===== src/rtl/intrusion_alarm_controller_unit_macros.svh =====
// assertion macros for the intrusion alarm controller
// expects clk and rst_n in the scope of each use
`ifndef INTRUSION_ALARM_CONTROLLER_UNIT_MACROS_SVH
`define INTRUSION_ALARM_CONTROLLER_UNIT_MACROS_SVH

`ifndef SYNTHESIS
`define IAC_ASSERT_SAME(label, ante, cons) \
  label: assert property (@(posedge clk) disable iff (!rst_n) (ante) |-> (cons)) \
    else $error("iac assertion failed");
`define IAC_ASSERT_NEXT(label, ante, cons) \
  label: assert property (@(posedge clk) disable iff (!rst_n) (ante) |=> (cons)) \
    else $error("iac assertion failed");
`else
`define IAC_ASSERT_SAME(label, ante, cons)
`define IAC_ASSERT_NEXT(label, ante, cons)
`endif

`endif


===== src/rtl/iac_pkg.sv =====
// types, codes and constants of the intrusion alarm controller
// no dependencies
package iac_pkg;

  localparam int PIN_DIGITS = 4;
  localparam int CNT_W      = $clog2(PIN_DIGITS + 1);
  localparam int IDX_W      = (PIN_DIGITS > 1) ? $clog2(PIN_DIGITS) : 1;
  localparam int CFG_IDX_W  = 3;
  localparam int CFG_DATA_W = 16;

  localparam logic [15:0] PIN_RST       = 16'd4660;
  localparam logic [15:0] EXIT_RST      = 16'd10000;
  localparam logic [15:0] ENTRY_RST     = 16'd15000;
  localparam logic [2:0]  MAX_WRONG_RST = 3'd3;
  localparam logic [7:0]  GAS_TH_RST    = 8'd10;

  localparam logic [3:0]  KEY_DIGIT_MAX = 4'd9;
  localparam logic [3:0]  KEY_STAR      = 4'd10;
  localparam logic [3:0]  KEY_HASH      = 4'd11;
  localparam logic [2:0]  WRONG_MAX     = 3'd7;

  typedef enum logic [2:0] {
    MODE_DISARMED = 3'd0,
    MODE_EXIT     = 3'd1,
    MODE_ARMED    = 3'd2,
    MODE_ENTRY    = 3'd3,
    MODE_ALARM    = 3'd4
  } mode_t;

  typedef enum logic [1:0] {
    OP_TICK   = 2'd0,
    OP_KEY    = 2'd1,
    OP_MOTION = 2'd2,
    OP_GAS    = 2'd3
  } opcode_t;

  typedef enum logic [3:0] {
    EV_NONE     = 4'd0,
    EV_ARMING   = 4'd1,
    EV_ARMED    = 4'd2,
    EV_MOTION   = 4'd3,
    EV_DIGIT    = 4'd4,
    EV_CLEARED  = 4'd5,
    EV_DISARMED = 4'd6,
    EV_WRONG    = 4'd7,
    EV_ATTEMPT  = 4'd8,
    EV_TIMEOUT  = 4'd9,
    EV_GAS      = 4'd10
  } event_t;

  typedef enum logic [CFG_IDX_W-1:0] {
    CFG_PIN       = 3'd0,
    CFG_EXIT      = 3'd1,
    CFG_ENTRY     = 3'd2,
    CFG_MAX_WRONG = 3'd3,
    CFG_GAS_TH    = 3'd4
  } cfg_idx_t;

  // expected key at a digit position, first digit in the highest used nibble
  function automatic logic [3:0] pin_digit(input logic [15:0] pin, input int pos);
    logic [31:0] ext;
    ext = {16'd0, pin} >> (4 * (PIN_DIGITS - 1 - pos));
    return ext[3:0];
  endfunction

endpackage


===== src/rtl/iac_if.sv =====
// channel interfaces of the intrusion alarm controller
// depends on iac_pkg
interface iac_in_if;
  logic       valid;
  logic       ready;
  logic [1:0] opcode;
  logic [3:0] key_code;
  logic       gas_high;
  modport source (output valid, opcode, key_code, gas_high, input ready);
  modport sink   (input valid, opcode, key_code, gas_high, output ready);
endinterface

interface iac_out_if;
  logic        valid;
  logic        ready;
  logic [2:0]  mode;
  logic [2:0]  digits_entered;
  logic [15:0] remaining_ms;
  logic [3:0]  event_res;
  logic        red_led;
  logic        green_led;
  modport source (output valid, mode, digits_entered, remaining_ms, event_res, red_led,
                  green_led, input ready);
  modport sink   (input valid, mode, digits_entered, remaining_ms, event_res, red_led,
                  green_led, output ready);
endinterface

interface iac_cfg_if;
  logic                           valid;
  logic                           ready;
  logic [iac_pkg::CFG_IDX_W-1:0]  index;
  logic [iac_pkg::CFG_DATA_W-1:0] data;
  modport source (output valid, index, data, input ready);
  modport sink   (input valid, index, data, output ready);
endinterface


===== src/rtl/intrusion_alarm_controller_unit.sv =====
// top level of the intrusion alarm controller: panel state, pin check, gas run
// depends on iac_pkg, iac_if.sv and intrusion_alarm_controller_unit_macros.svh
//
//   channel   dir   payload                                          handshake
//   in_ch     in    opcode, key_code, gas_high                       valid/ready
//   out_ch    out   mode, digits_entered, remaining_ms, event_res,   valid/ready
//                   red_led, green_led
//   cfg_ch    in    index, data                                      valid/ready
//
// one word per cycle while out_ch does not stall; the result of a word shows on out_ch the cycle after it is taken
// the panel state updates at acceptance, the result waits in a single output register
// in_ch.ready is high while that register is empty or being taken this cycle
// cfg_ch is always ready; reset (rst_n low, synchronous) restores default settings
`include "intrusion_alarm_controller_unit_macros.svh"

module intrusion_alarm_controller_unit (
  input  logic          clk,
  input  logic          rst_n,
  iac_in_if.sink        in_ch,
  iac_out_if.source     out_ch,
  iac_cfg_if.sink       cfg_ch
);

  // settings
  logic [15:0] pin_r, exit_r, entry_r;
  logic [2:0]  max_wrong_r;
  logic [7:0]  gas_th_r;

  // panel state
  iac_pkg::mode_t             mode_r, mode_nxt;
  logic [15:0]                elapsed_r, elapsed_nxt;
  logic [3:0]                 store_r [iac_pkg::PIN_DIGITS];
  logic [3:0]                 store_nxt [iac_pkg::PIN_DIGITS];
  logic [iac_pkg::CNT_W-1:0]  cnt_r, cnt_nxt;
  logic [2:0]                 wrong_r, wrong_nxt;
  logic [7:0]                 gas_r, gas_nxt;

  // result register
  logic                       out_valid_r;
  iac_pkg::mode_t             out_mode_r;
  logic [2:0]                 out_digits_r;
  logic [15:0]                out_rem_r;
  iac_pkg::event_t            out_ev_r;

  iac_pkg::event_t            ev;
  logic [15:0]                elapsed_inc, delay, rem;
  logic [2:0]                 wrong_inc;
  logic [7:0]                 gas_inc;
  logic                       pin_ok;
  logic                       accept;

  assign in_ch.ready  = !out_valid_r || out_ch.ready;
  assign accept       = in_ch.valid && in_ch.ready;
  assign cfg_ch.ready = 1'b1;

  assign elapsed_inc = (elapsed_r == 16'hFFFF) ? elapsed_r : elapsed_r + 16'd1;
  assign wrong_inc   = (wrong_r == iac_pkg::WRONG_MAX) ? wrong_r : wrong_r + 3'd1;
  assign gas_inc     = (gas_r == 8'hFF) ? gas_r : gas_r + 8'd1;

  // last key completes the pin, earlier digits come from the store
  always_comb begin
    pin_ok = (in_ch.key_code == iac_pkg::pin_digit(pin_r, iac_pkg::PIN_DIGITS - 1));
    for (int i = 0; i < iac_pkg::PIN_DIGITS - 1; i++) begin
      if (store_r[i] != iac_pkg::pin_digit(pin_r, i)) pin_ok = 1'b0;
    end
  end

  always_comb begin
    mode_nxt    = mode_r;
    elapsed_nxt = elapsed_r;
    store_nxt   = store_r;
    cnt_nxt     = cnt_r;
    wrong_nxt   = wrong_r;
    gas_nxt     = gas_r;
    ev          = iac_pkg::EV_NONE;
    unique case (iac_pkg::opcode_t'(in_ch.opcode))
      iac_pkg::OP_TICK: begin
        if (mode_r == iac_pkg::MODE_EXIT || mode_r == iac_pkg::MODE_ENTRY) begin
          elapsed_nxt = elapsed_inc;
          if (mode_r == iac_pkg::MODE_EXIT && elapsed_inc >= exit_r) begin
            mode_nxt = iac_pkg::MODE_ARMED;
            ev       = iac_pkg::EV_ARMED;
          end else if (mode_r == iac_pkg::MODE_ENTRY && elapsed_inc >= entry_r) begin
            mode_nxt = iac_pkg::MODE_ALARM;
            cnt_nxt  = '0;
            for (int i = 0; i < iac_pkg::PIN_DIGITS; i++) store_nxt[i] = '0;
            ev       = iac_pkg::EV_TIMEOUT;
          end
        end
      end
      iac_pkg::OP_KEY: begin
        if (mode_r == iac_pkg::MODE_DISARMED) begin
          if (in_ch.key_code == iac_pkg::KEY_STAR) begin
            cnt_nxt     = '0;
            for (int i = 0; i < iac_pkg::PIN_DIGITS; i++) store_nxt[i] = '0;
            mode_nxt    = iac_pkg::MODE_EXIT;
            elapsed_nxt = '0;
            ev          = iac_pkg::EV_ARMING;
          end
        end else if (mode_r == iac_pkg::MODE_ENTRY || mode_r == iac_pkg::MODE_ALARM) begin
          priority if (in_ch.key_code == iac_pkg::KEY_HASH) begin
            cnt_nxt = '0;
            for (int i = 0; i < iac_pkg::PIN_DIGITS; i++) store_nxt[i] = '0;
            ev      = iac_pkg::EV_CLEARED;
          end else if (in_ch.key_code <= iac_pkg::KEY_DIGIT_MAX &&
                       cnt_r < iac_pkg::CNT_W'(iac_pkg::PIN_DIGITS - 1)) begin
            store_nxt[cnt_r[iac_pkg::IDX_W-1:0]] = in_ch.key_code;
            cnt_nxt = cnt_r + iac_pkg::CNT_W'(1);
            ev      = iac_pkg::EV_DIGIT;
          end else if (in_ch.key_code <= iac_pkg::KEY_DIGIT_MAX &&
                       cnt_r == iac_pkg::CNT_W'(iac_pkg::PIN_DIGITS - 1)) begin
            if (pin_ok) begin
              // digits stay held until the next arming
              store_nxt[cnt_r[iac_pkg::IDX_W-1:0]] = in_ch.key_code;
              cnt_nxt   = cnt_r + iac_pkg::CNT_W'(1);
              wrong_nxt = '0;
              mode_nxt  = iac_pkg::MODE_DISARMED;
              ev        = iac_pkg::EV_DISARMED;
            end else begin
              cnt_nxt = '0;
              for (int i = 0; i < iac_pkg::PIN_DIGITS; i++) store_nxt[i] = '0;
              ev      = iac_pkg::EV_WRONG;
              if (mode_r == iac_pkg::MODE_ENTRY) begin
                wrong_nxt = wrong_inc;
                if (wrong_inc >= max_wrong_r) begin
                  mode_nxt = iac_pkg::MODE_ALARM;
                  ev       = iac_pkg::EV_ATTEMPT;
                end
              end
            end
          end else begin
            ev = iac_pkg::EV_NONE;
          end
        end
      end
      iac_pkg::OP_MOTION: begin
        if (mode_r == iac_pkg::MODE_ARMED) begin
          mode_nxt    = iac_pkg::MODE_ENTRY;
          elapsed_nxt = '0;
          cnt_nxt     = '0;
          for (int i = 0; i < iac_pkg::PIN_DIGITS; i++) store_nxt[i] = '0;
          ev          = iac_pkg::EV_MOTION;
        end
      end
      iac_pkg::OP_GAS: begin
        if (in_ch.gas_high) begin
          if (gas_inc >= gas_th_r) begin
            gas_nxt = '0;
            ev      = iac_pkg::EV_GAS;
          end else begin
            gas_nxt = gas_inc;
          end
        end else begin
          gas_nxt = '0;
        end
      end
      default: ev = iac_pkg::EV_NONE;
    endcase
  end

  // time left in the delay the panel ends up in
  always_comb begin
    delay = (mode_nxt == iac_pkg::MODE_EXIT) ? exit_r : entry_r;
    rem   = '0;
    if ((mode_nxt == iac_pkg::MODE_EXIT || mode_nxt == iac_pkg::MODE_ENTRY) &&
        elapsed_nxt < delay) begin
      rem = delay - elapsed_nxt;
    end
  end

  always_ff @(posedge clk) begin
    if (!rst_n) begin
      pin_r       <= iac_pkg::PIN_RST;
      exit_r      <= iac_pkg::EXIT_RST;
      entry_r     <= iac_pkg::ENTRY_RST;
      max_wrong_r <= iac_pkg::MAX_WRONG_RST;
      gas_th_r    <= iac_pkg::GAS_TH_RST;
    end else if (cfg_ch.valid) begin
      unique case (iac_pkg::cfg_idx_t'(cfg_ch.index))
        iac_pkg::CFG_PIN:       pin_r       <= cfg_ch.data;
        iac_pkg::CFG_EXIT:      exit_r      <= cfg_ch.data;
        iac_pkg::CFG_ENTRY:     entry_r     <= cfg_ch.data;
        iac_pkg::CFG_MAX_WRONG: max_wrong_r <= cfg_ch.data[2:0];
        iac_pkg::CFG_GAS_TH:    gas_th_r    <= cfg_ch.data[7:0];
        default: ;
      endcase
    end
  end

  always_ff @(posedge clk) begin
    if (!rst_n) begin
      mode_r    <= iac_pkg::MODE_DISARMED;
      elapsed_r <= '0;
      cnt_r     <= '0;
      wrong_r   <= '0;
      gas_r     <= '0;
      for (int i = 0; i < iac_pkg::PIN_DIGITS; i++) store_r[i] <= '0;
    end else if (accept) begin
      mode_r    <= mode_nxt;
      elapsed_r <= elapsed_nxt;
      cnt_r     <= cnt_nxt;
      wrong_r   <= wrong_nxt;
      gas_r     <= gas_nxt;
      store_r   <= store_nxt;
    end
  end

  always_ff @(posedge clk) begin
    if (!rst_n) begin
      out_valid_r <= 1'b0;
    end else if (accept) begin
      out_valid_r <= 1'b1;
    end else if (out_ch.ready) begin
      out_valid_r <= 1'b0;
    end
  end

  always_ff @(posedge clk) begin
    if (accept) begin
      out_mode_r   <= mode_nxt;
      out_digits_r <= 3'(cnt_nxt);
      out_rem_r    <= rem;
      out_ev_r     <= ev;
    end
  end

  assign out_ch.valid          = out_valid_r;
  assign out_ch.mode           = out_mode_r;
  assign out_ch.digits_entered = out_digits_r;
  assign out_ch.remaining_ms   = out_rem_r;
  assign out_ch.event_res      = out_ev_r;
  assign out_ch.red_led        = (out_mode_r != iac_pkg::MODE_DISARMED);
  assign out_ch.green_led      = (out_mode_r == iac_pkg::MODE_DISARMED) ||
                                 (out_mode_r == iac_pkg::MODE_EXIT);

  `IAC_ASSERT_SAME(a_cnt_range, 1'b1, cnt_r <= iac_pkg::CNT_W'(iac_pkg::PIN_DIGITS))
  `IAC_ASSERT_NEXT(a_accept_shows, accept, out_valid_r)
  `IAC_ASSERT_NEXT(a_motion_entry,
                   accept && in_ch.opcode == iac_pkg::OP_MOTION && mode_r == iac_pkg::MODE_ARMED,
                   mode_r == iac_pkg::MODE_ENTRY && elapsed_r == 16'd0 && cnt_r == '0)
  `IAC_ASSERT_SAME(a_armed_event,
                   out_valid_r && out_ev_r == iac_pkg::EV_ARMED,
                   out_mode_r == iac_pkg::MODE_ARMED && out_rem_r == 16'd0)

endmodule

===== src/flat_wrapper.sv =====
// flat-port wrapper written by rule: the top's interface ports become plain ports
module intrusion_alarm_controller_unit_flat 
  (clk, rst_n, in_ch_valid, in_ch_opcode, in_ch_key_code, in_ch_gas_high, in_ch_ready, out_ch_valid, out_ch_mode, out_ch_digits_entered, out_ch_remaining_ms, out_ch_event_res, out_ch_red_led, out_ch_green_led, out_ch_ready, cfg_ch_valid, cfg_ch_index, cfg_ch_data, cfg_ch_ready);
  iac_in_if in_ch_i ();
  iac_out_if out_ch_i ();
  iac_cfg_if cfg_ch_i ();
  input  logic clk;
  input  logic rst_n;
  input wire logic [$bits(in_ch_i.valid)-1:0] in_ch_valid;
  input wire logic [$bits(in_ch_i.opcode)-1:0] in_ch_opcode;
  input wire logic [$bits(in_ch_i.key_code)-1:0] in_ch_key_code;
  input wire logic [$bits(in_ch_i.gas_high)-1:0] in_ch_gas_high;
  output wire logic [$bits(in_ch_i.ready)-1:0] in_ch_ready;
  output wire logic [$bits(out_ch_i.valid)-1:0] out_ch_valid;
  output wire logic [$bits(out_ch_i.mode)-1:0] out_ch_mode;
  output wire logic [$bits(out_ch_i.digits_entered)-1:0] out_ch_digits_entered;
  output wire logic [$bits(out_ch_i.remaining_ms)-1:0] out_ch_remaining_ms;
  output wire logic [$bits(out_ch_i.event_res)-1:0] out_ch_event_res;
  output wire logic [$bits(out_ch_i.red_led)-1:0] out_ch_red_led;
  output wire logic [$bits(out_ch_i.green_led)-1:0] out_ch_green_led;
  input wire logic [$bits(out_ch_i.ready)-1:0] out_ch_ready;
  input wire logic [$bits(cfg_ch_i.valid)-1:0] cfg_ch_valid;
  input wire logic [$bits(cfg_ch_i.index)-1:0] cfg_ch_index;
  input wire logic [$bits(cfg_ch_i.data)-1:0] cfg_ch_data;
  output wire logic [$bits(cfg_ch_i.ready)-1:0] cfg_ch_ready;
  assign in_ch_i.valid = in_ch_valid;
  assign in_ch_i.opcode = in_ch_opcode;
  assign in_ch_i.key_code = in_ch_key_code;
  assign in_ch_i.gas_high = in_ch_gas_high;
  assign in_ch_ready = in_ch_i.ready;
  assign out_ch_valid = out_ch_i.valid;
  assign out_ch_mode = out_ch_i.mode;
  assign out_ch_digits_entered = out_ch_i.digits_entered;
  assign out_ch_remaining_ms = out_ch_i.remaining_ms;
  assign out_ch_event_res = out_ch_i.event_res;
  assign out_ch_red_led = out_ch_i.red_led;
  assign out_ch_green_led = out_ch_i.green_led;
  assign out_ch_i.ready = out_ch_ready;
  assign cfg_ch_i.valid = cfg_ch_valid;
  assign cfg_ch_i.index = cfg_ch_index;
  assign cfg_ch_i.data = cfg_ch_data;
  assign cfg_ch_ready = cfg_ch_i.ready;
  intrusion_alarm_controller_unit u_core (.clk(clk), .rst_n(rst_n), .in_ch(in_ch_i), .out_ch(out_ch_i), .cfg_ch(cfg_ch_i));
endmodule

===== config.mk =====
export PLATFORM = sky130hd
export DESIGN_NAME = intrusion_alarm_controller_unit_flat
export DESIGN_NICKNAME = d
export VERILOG_FILES = /design/src/rtl/iac_pkg.sv /design/src/rtl/iac_if.sv /design/src/rtl/intrusion_alarm_controller_unit.sv /design/src/flat_wrapper.sv
export VERILOG_INCLUDE_DIRS = /design/src /design/src/rtl
export SDC_FILE = /design/constraint.sdc
export NUM_CORES = 1
export LEC_CHECK = 0
export BUFFER_PORTS_ARGS = -buffer_cell sky130_fd_sc_hd__buf_4
export CAP_MARGIN = 10
export CORE_MARGIN = 2
export CORE_UTILIZATION = 60
export CTS_BUF_LIST = sky130_fd_sc_hd__clkbuf_4 sky130_fd_sc_hd__clkbuf_8
export CTS_CLUSTER_SIZE = 20
export DETAILED_ROUTE_END_ITERATION = 8
export GPL_TIMING_DRIVEN = 1
export PLACE_DENSITY = 0.83
export SETUP_SLACK_MARGIN = 0.02
export SYNTH_ARGS = -nofsm -noshare
export SYNTH_HDL_FRONTEND = slang
export SYNTH_SLANG_ARGS = --single-unit

===== constraint.sdc =====
create_clock -name clk -period 7.3 [get_ports clk]
set_input_delay 0.73 -clock clk [delete_from_list [all_inputs] [get_ports clk]]
set_output_delay 0.73 -clock clk [all_outputs]
set_load 0.005 [all_outputs]

==> run summary <==
For this design the ratio of total power to cell area is between 150 and 200 nW/um^2. After layout, the minimum clock period comes to slightly below 7 ns. Wire segments on met2 add up to slightly below 10000 um in the final route. The per-instance average area after synthesis is ~8.4 um^2. On the critical path the largest part of the delay comes from simple AND/OR/NAND/NOR gates. For the final database, setup skew stands at roughly 0.014 ns. The net total in the final layout is 1154. In this run the critical register-to-register path is captured at u_core.out_ch.remaining_ms[15]. The endpoint of the worst hold path is u_core.entry_r[6]. The setup slack after layout came out at roughly 0.38 ns. The startpoint identified for the worst hold timing path is u_core.entry_r[6]. The initial cell density of the core came out at about three fifths. The post-route antenna net violation count is 0. After detailed routing, the average wire length per cell comes to ~17 um. Input and output buffers added on the ports amount to 60.

The largest stage delay on the critical path came out at around 0.44 ns. The biggest area contributor in the post-synthesis netlist is sky130_fd_sc_hd__dfxtp_1. The relative max-transition margin is between 30% and 40%.

Dividing the detail-routed via count by the number of cells gives between 6 and 7. The area of the placeable core is approximately 14000 um^2. In this run the count of I/O pins placed on the die edge is 62.

Max-cap violations in this run came to 0. Clock-pin slew was measured on the worst setup and hold paths at 0.08 ns. The total number of H-tree levels came out at 4. The maximum number of pins on one net before global-route repair is ~110. Setup repair after global routing left no endpoint under its margin. The worst vdd rail ir drop is between 0.1 and 0.15 mV. The post-synthesis net count is 1118. In this run the critical register-to-register path is launched from u_core.elapsed_r[0].

The number of antenna diodes is 0. The kind of launch point of the worst setup path is a register. The final setup TNS is 0 ns. The cell with the most instances after synthesis is sky130_fd_sc_hd__nand2_1.

The hold path depth is 2. The number of cells upsized or downsized after cts came out at 0. In this run the top signal layer used is met4.

The number of DRC markers after the initial detailed-route iteration is ~700. The summed instance area of the synthesized netlist came out at around 8500 um^2. The buffers inserted during post-CTS setup optimization is 0. The worst-margin pin slew came out at between 0.9 and 1 ns. The routed metal-1 wire length came out at approximately 10000 um.

The final core area utilization came out at about two thirds. For this run, design rule violations remaining after detail routing come to 0. After synthesis, the share of flip-flops with an asynchronous set or reset is 0%. The post-cts hold buffer count came out at 0.

The design area came out at around 9400 um^2. The tree is rooted in a sky130_fd_sc_hd__clkbuf_8. The number of optimization iterations in the first detailed-route pass came out at 5. The floorplan die height is 123 um.

In this run, synthesis inferred 26 flip-flops with an integrated enable. The total wire length after detailed routing is ~21000 um. The register area share after synthesis came out at 33.8%. The insertion delay of the later-clocked pin in the worst-skew pair came out at between 0.4 and 0.5 ns. In this run the register-to-register setup slack is between 0.3 and 0.4 ns. The number of distinct library cell variants in the gate-level netlist after synthesis came out at 79. In the post-synthesis netlist, the biggest area contributors are sky130_fd_sc_hd__dfxtp_1, sky130_fd_sc_hd__ha_1, sky130_fd_sc_hd__edfxtp_1. The met3 wire length is between 1000 and 1500 um.

The setup violation total in the final timing report is 0. The area enclosed by the die boundary came out at 15200 um^2. The number of placed instances, taps included came out at around 1200. The worst-case clock buffer depth came out at 2.

The count of clock tree sinks came out at 131. In the synthesized netlist, the number of instances is roughly 1000. The HPWL after detailed placement is 15500 um.

In the global route stage, overall resource usage came out at between 20% and 30%. The worst setup path is captured at a register. TritonCTS built the clock tree.

The cell that appears most often on the critical path is sky130_fd_sc_hd__ha_1. The die is 123 um wide. The count of buffer and inverter cells on the critical path came out at 0. For this block, the via count after detailed routing is around 7500. The run finished with clean final reports. The total number of placement rows is 43. The cell with the biggest individual delay on the critical path is sky130_fd_sc_hd__dfxtp_1. The register bit count reported by yosys is ~130. The hold violation count in the final report was 0. The depth of the most critical reg-to-reg path came out at 26. The number of standard cells in the layout, taps in and fillers out is approximately 1200.

The initial antenna violation count is 0. The fraction of post-synthesis cell area in the top cell type by area came out at around 25%. In this run the worst hold path is classified as register to register. The global-route wire length before repair is ~34000 um. OpenSTA, run right after detailed placement, puts the worst setup slack at approximately 0.39 ns. The setup path with the least slack is of type register to register. Power comes to ~1.7 mW. In this run the worst path has a maximum fanout of 17. The worst hold slack across all endpoints came out at ~0.47 ns. The final weighted congestion in routability-driven placement is 0.955. The fill cell total of the finished layout is about 1200.

Based on the critical path, the design can be clocked at up to around 140 MHz. Of the available clock period, the critical path in the final layout requires around 95%. From synthesis to final layout, the design area changed by 10.8%. The placed standard-cell area came out at between 9000 and 10000 um^2. In this run the static leakage power is around 4.0 nW. By count the netlist is led by sky130_fd_sc_hd__nand2_1, sky130_fd_sc_hd__dfxtp_1, sky130_fd_sc_hd__ha_1. The number of warnings issued by yosys is 0. The layout cell share with drive strength beyond 1 is a little under an eighth. Buffers inserted during clock tree synthesis total 17. The count of final max-slew check failures was 0. The required time of the worst setup path came out at about 7.6 ns. The data arrival time of the worst path came out at roughly 7.2 ns. The via count of the first global-routing pass is 6865.

The total congestion overflow came out at 0. In the synthesized netlist the dominant register cell turns out to be sky130_fd_sc_hd__dfxtp_1.
==> registers in the layout, indices dropped and copies added, names as in the netlist <==
signal / count
u_core.store_r: 12
u_core.wrong_r: 3
u_core.elapsed_r: 16
u_core.pin_r: 16
u_core.out_ch.mode: 3
u_core.exit_r: 16
u_core.gas_r: 8
u_core.out_ch.valid: 1
u_core.out_ch.event_res: 4
u_core.cnt_r: 3
u_core.mode_r: 3
u_core.max_wrong_r: 3
u_core.entry_r: 16
u_core.out_ch.remaining_ms: 16
u_core.out_ch.digits_entered: 3
u_core.gas_th_r: 8
==> where the power goes <==
group	leakage [nW]	switching (mW)	internal, mW	total, mW
Clock	0.195	0.322	0.282	0.604
Sequential	1.11	0.0182	0.768	0.786
Combinational	2.71	0.194	0.137	0.331
==> layout by cell type (no fill, tap or decap), types with 17 or more instances in the layout <==
cell type and n:
sky130_fd_sc_hd__nand2_1 169, sky130_fd_sc_hd__dfxtp_1 103, sky130_fd_sc_hd__ha_1 67, sky130_fd_sc_hd__buf_4 64
sky130_fd_sc_hd__nor2_1 55, sky130_fd_sc_hd__inv_1 54, sky130_fd_sc_hd__o21ai_0 50, sky130_fd_sc_hd__a21boi_0 44
sky130_fd_sc_hd__a21oi_1 39, sky130_fd_sc_hd__edfxtp_1 26, sky130_fd_sc_hd__nor2b_1 25, sky130_fd_sc_hd__mux2i_1 25
sky130_fd_sc_hd__xor2_1 24, sky130_fd_sc_hd__a22oi_1 23, sky130_fd_sc_hd__nand3_1 21, sky130_fd_sc_hd__nor3_1 19
sky130_fd_sc_hd__nand4_1 18, sky130_fd_sc_hd__clkbuf_8 17
==> logic make-up (layout without fill, tap and decap cells) <==
| family | Yosys count | after routing | synth area share, % |
|---|---|---|---|
| mux | 30 | 30 | 3.60 |
| compound gates | 252 | 252 | 20.7 |
| simple gates | 395 | 395 | 22.8 |
| flops | 131 | 131 | 33.8 |
| xor+xnor | 40 | 40 | 4.11 |
| buf+inv | 102 | 151 | 4.84 |
| fa+ha+maj | 68 | 68 | 10.1 |
| other cells | 1 | 1 | 0.0440 |
==> tightest hold or removal path, cell delays in order (launching register included) <==
cell and delay, ns:
sky130_fd_sc_hd__dfxtp_1 0.31, sky130_fd_sc_hd__nand2_1 0.05, sky130_fd_sc_hd__a21boi_0 0.06
==> how the worst max path moves through the flow <==
stage                        startpoint  depth (start not counted)  slack, ns                              to
floorplan           u_core.elapsed_r[8]                         28       1.31  u_core.out_ch.remaining_ms[15]
global placement    u_core.elapsed_r[7]                         25       0.61  u_core.out_ch.remaining_ms[15]
detailed placement  u_core.elapsed_r[7]                         25       0.39  u_core.out_ch.remaining_ms[15]
CTS                 u_core.elapsed_r[7]                         25       0.31  u_core.out_ch.remaining_ms[15]
global route        u_core.elapsed_r[0]                         26       0.03  u_core.out_ch.remaining_ms[15]
finish              u_core.elapsed_r[0]                         26       0.38  u_core.out_ch.remaining_ms[15]
==> final cells by class <==
class	count	area [um^2]	area share (%)
clock buffer	18	241	2.56
clock inverter	14	139	1.47
inverter	55	206	2.19
multi-input combinational	786	5270	55.8
sequential	131	2890	30.6
tap	180	225	2.39
timing repair buffer	64	480	5.09
==> per-layer routing <==
metal | track usage (%) | vias up
met3 | 4.66 | 31
met2 | 44.6 | 258
met1 | 40.9 | 3530
li1 | - | 3712
met4 | 9.52 | 0
met5 | 0 | -
No activity file was read; power rests on OpenSTA's default activity.
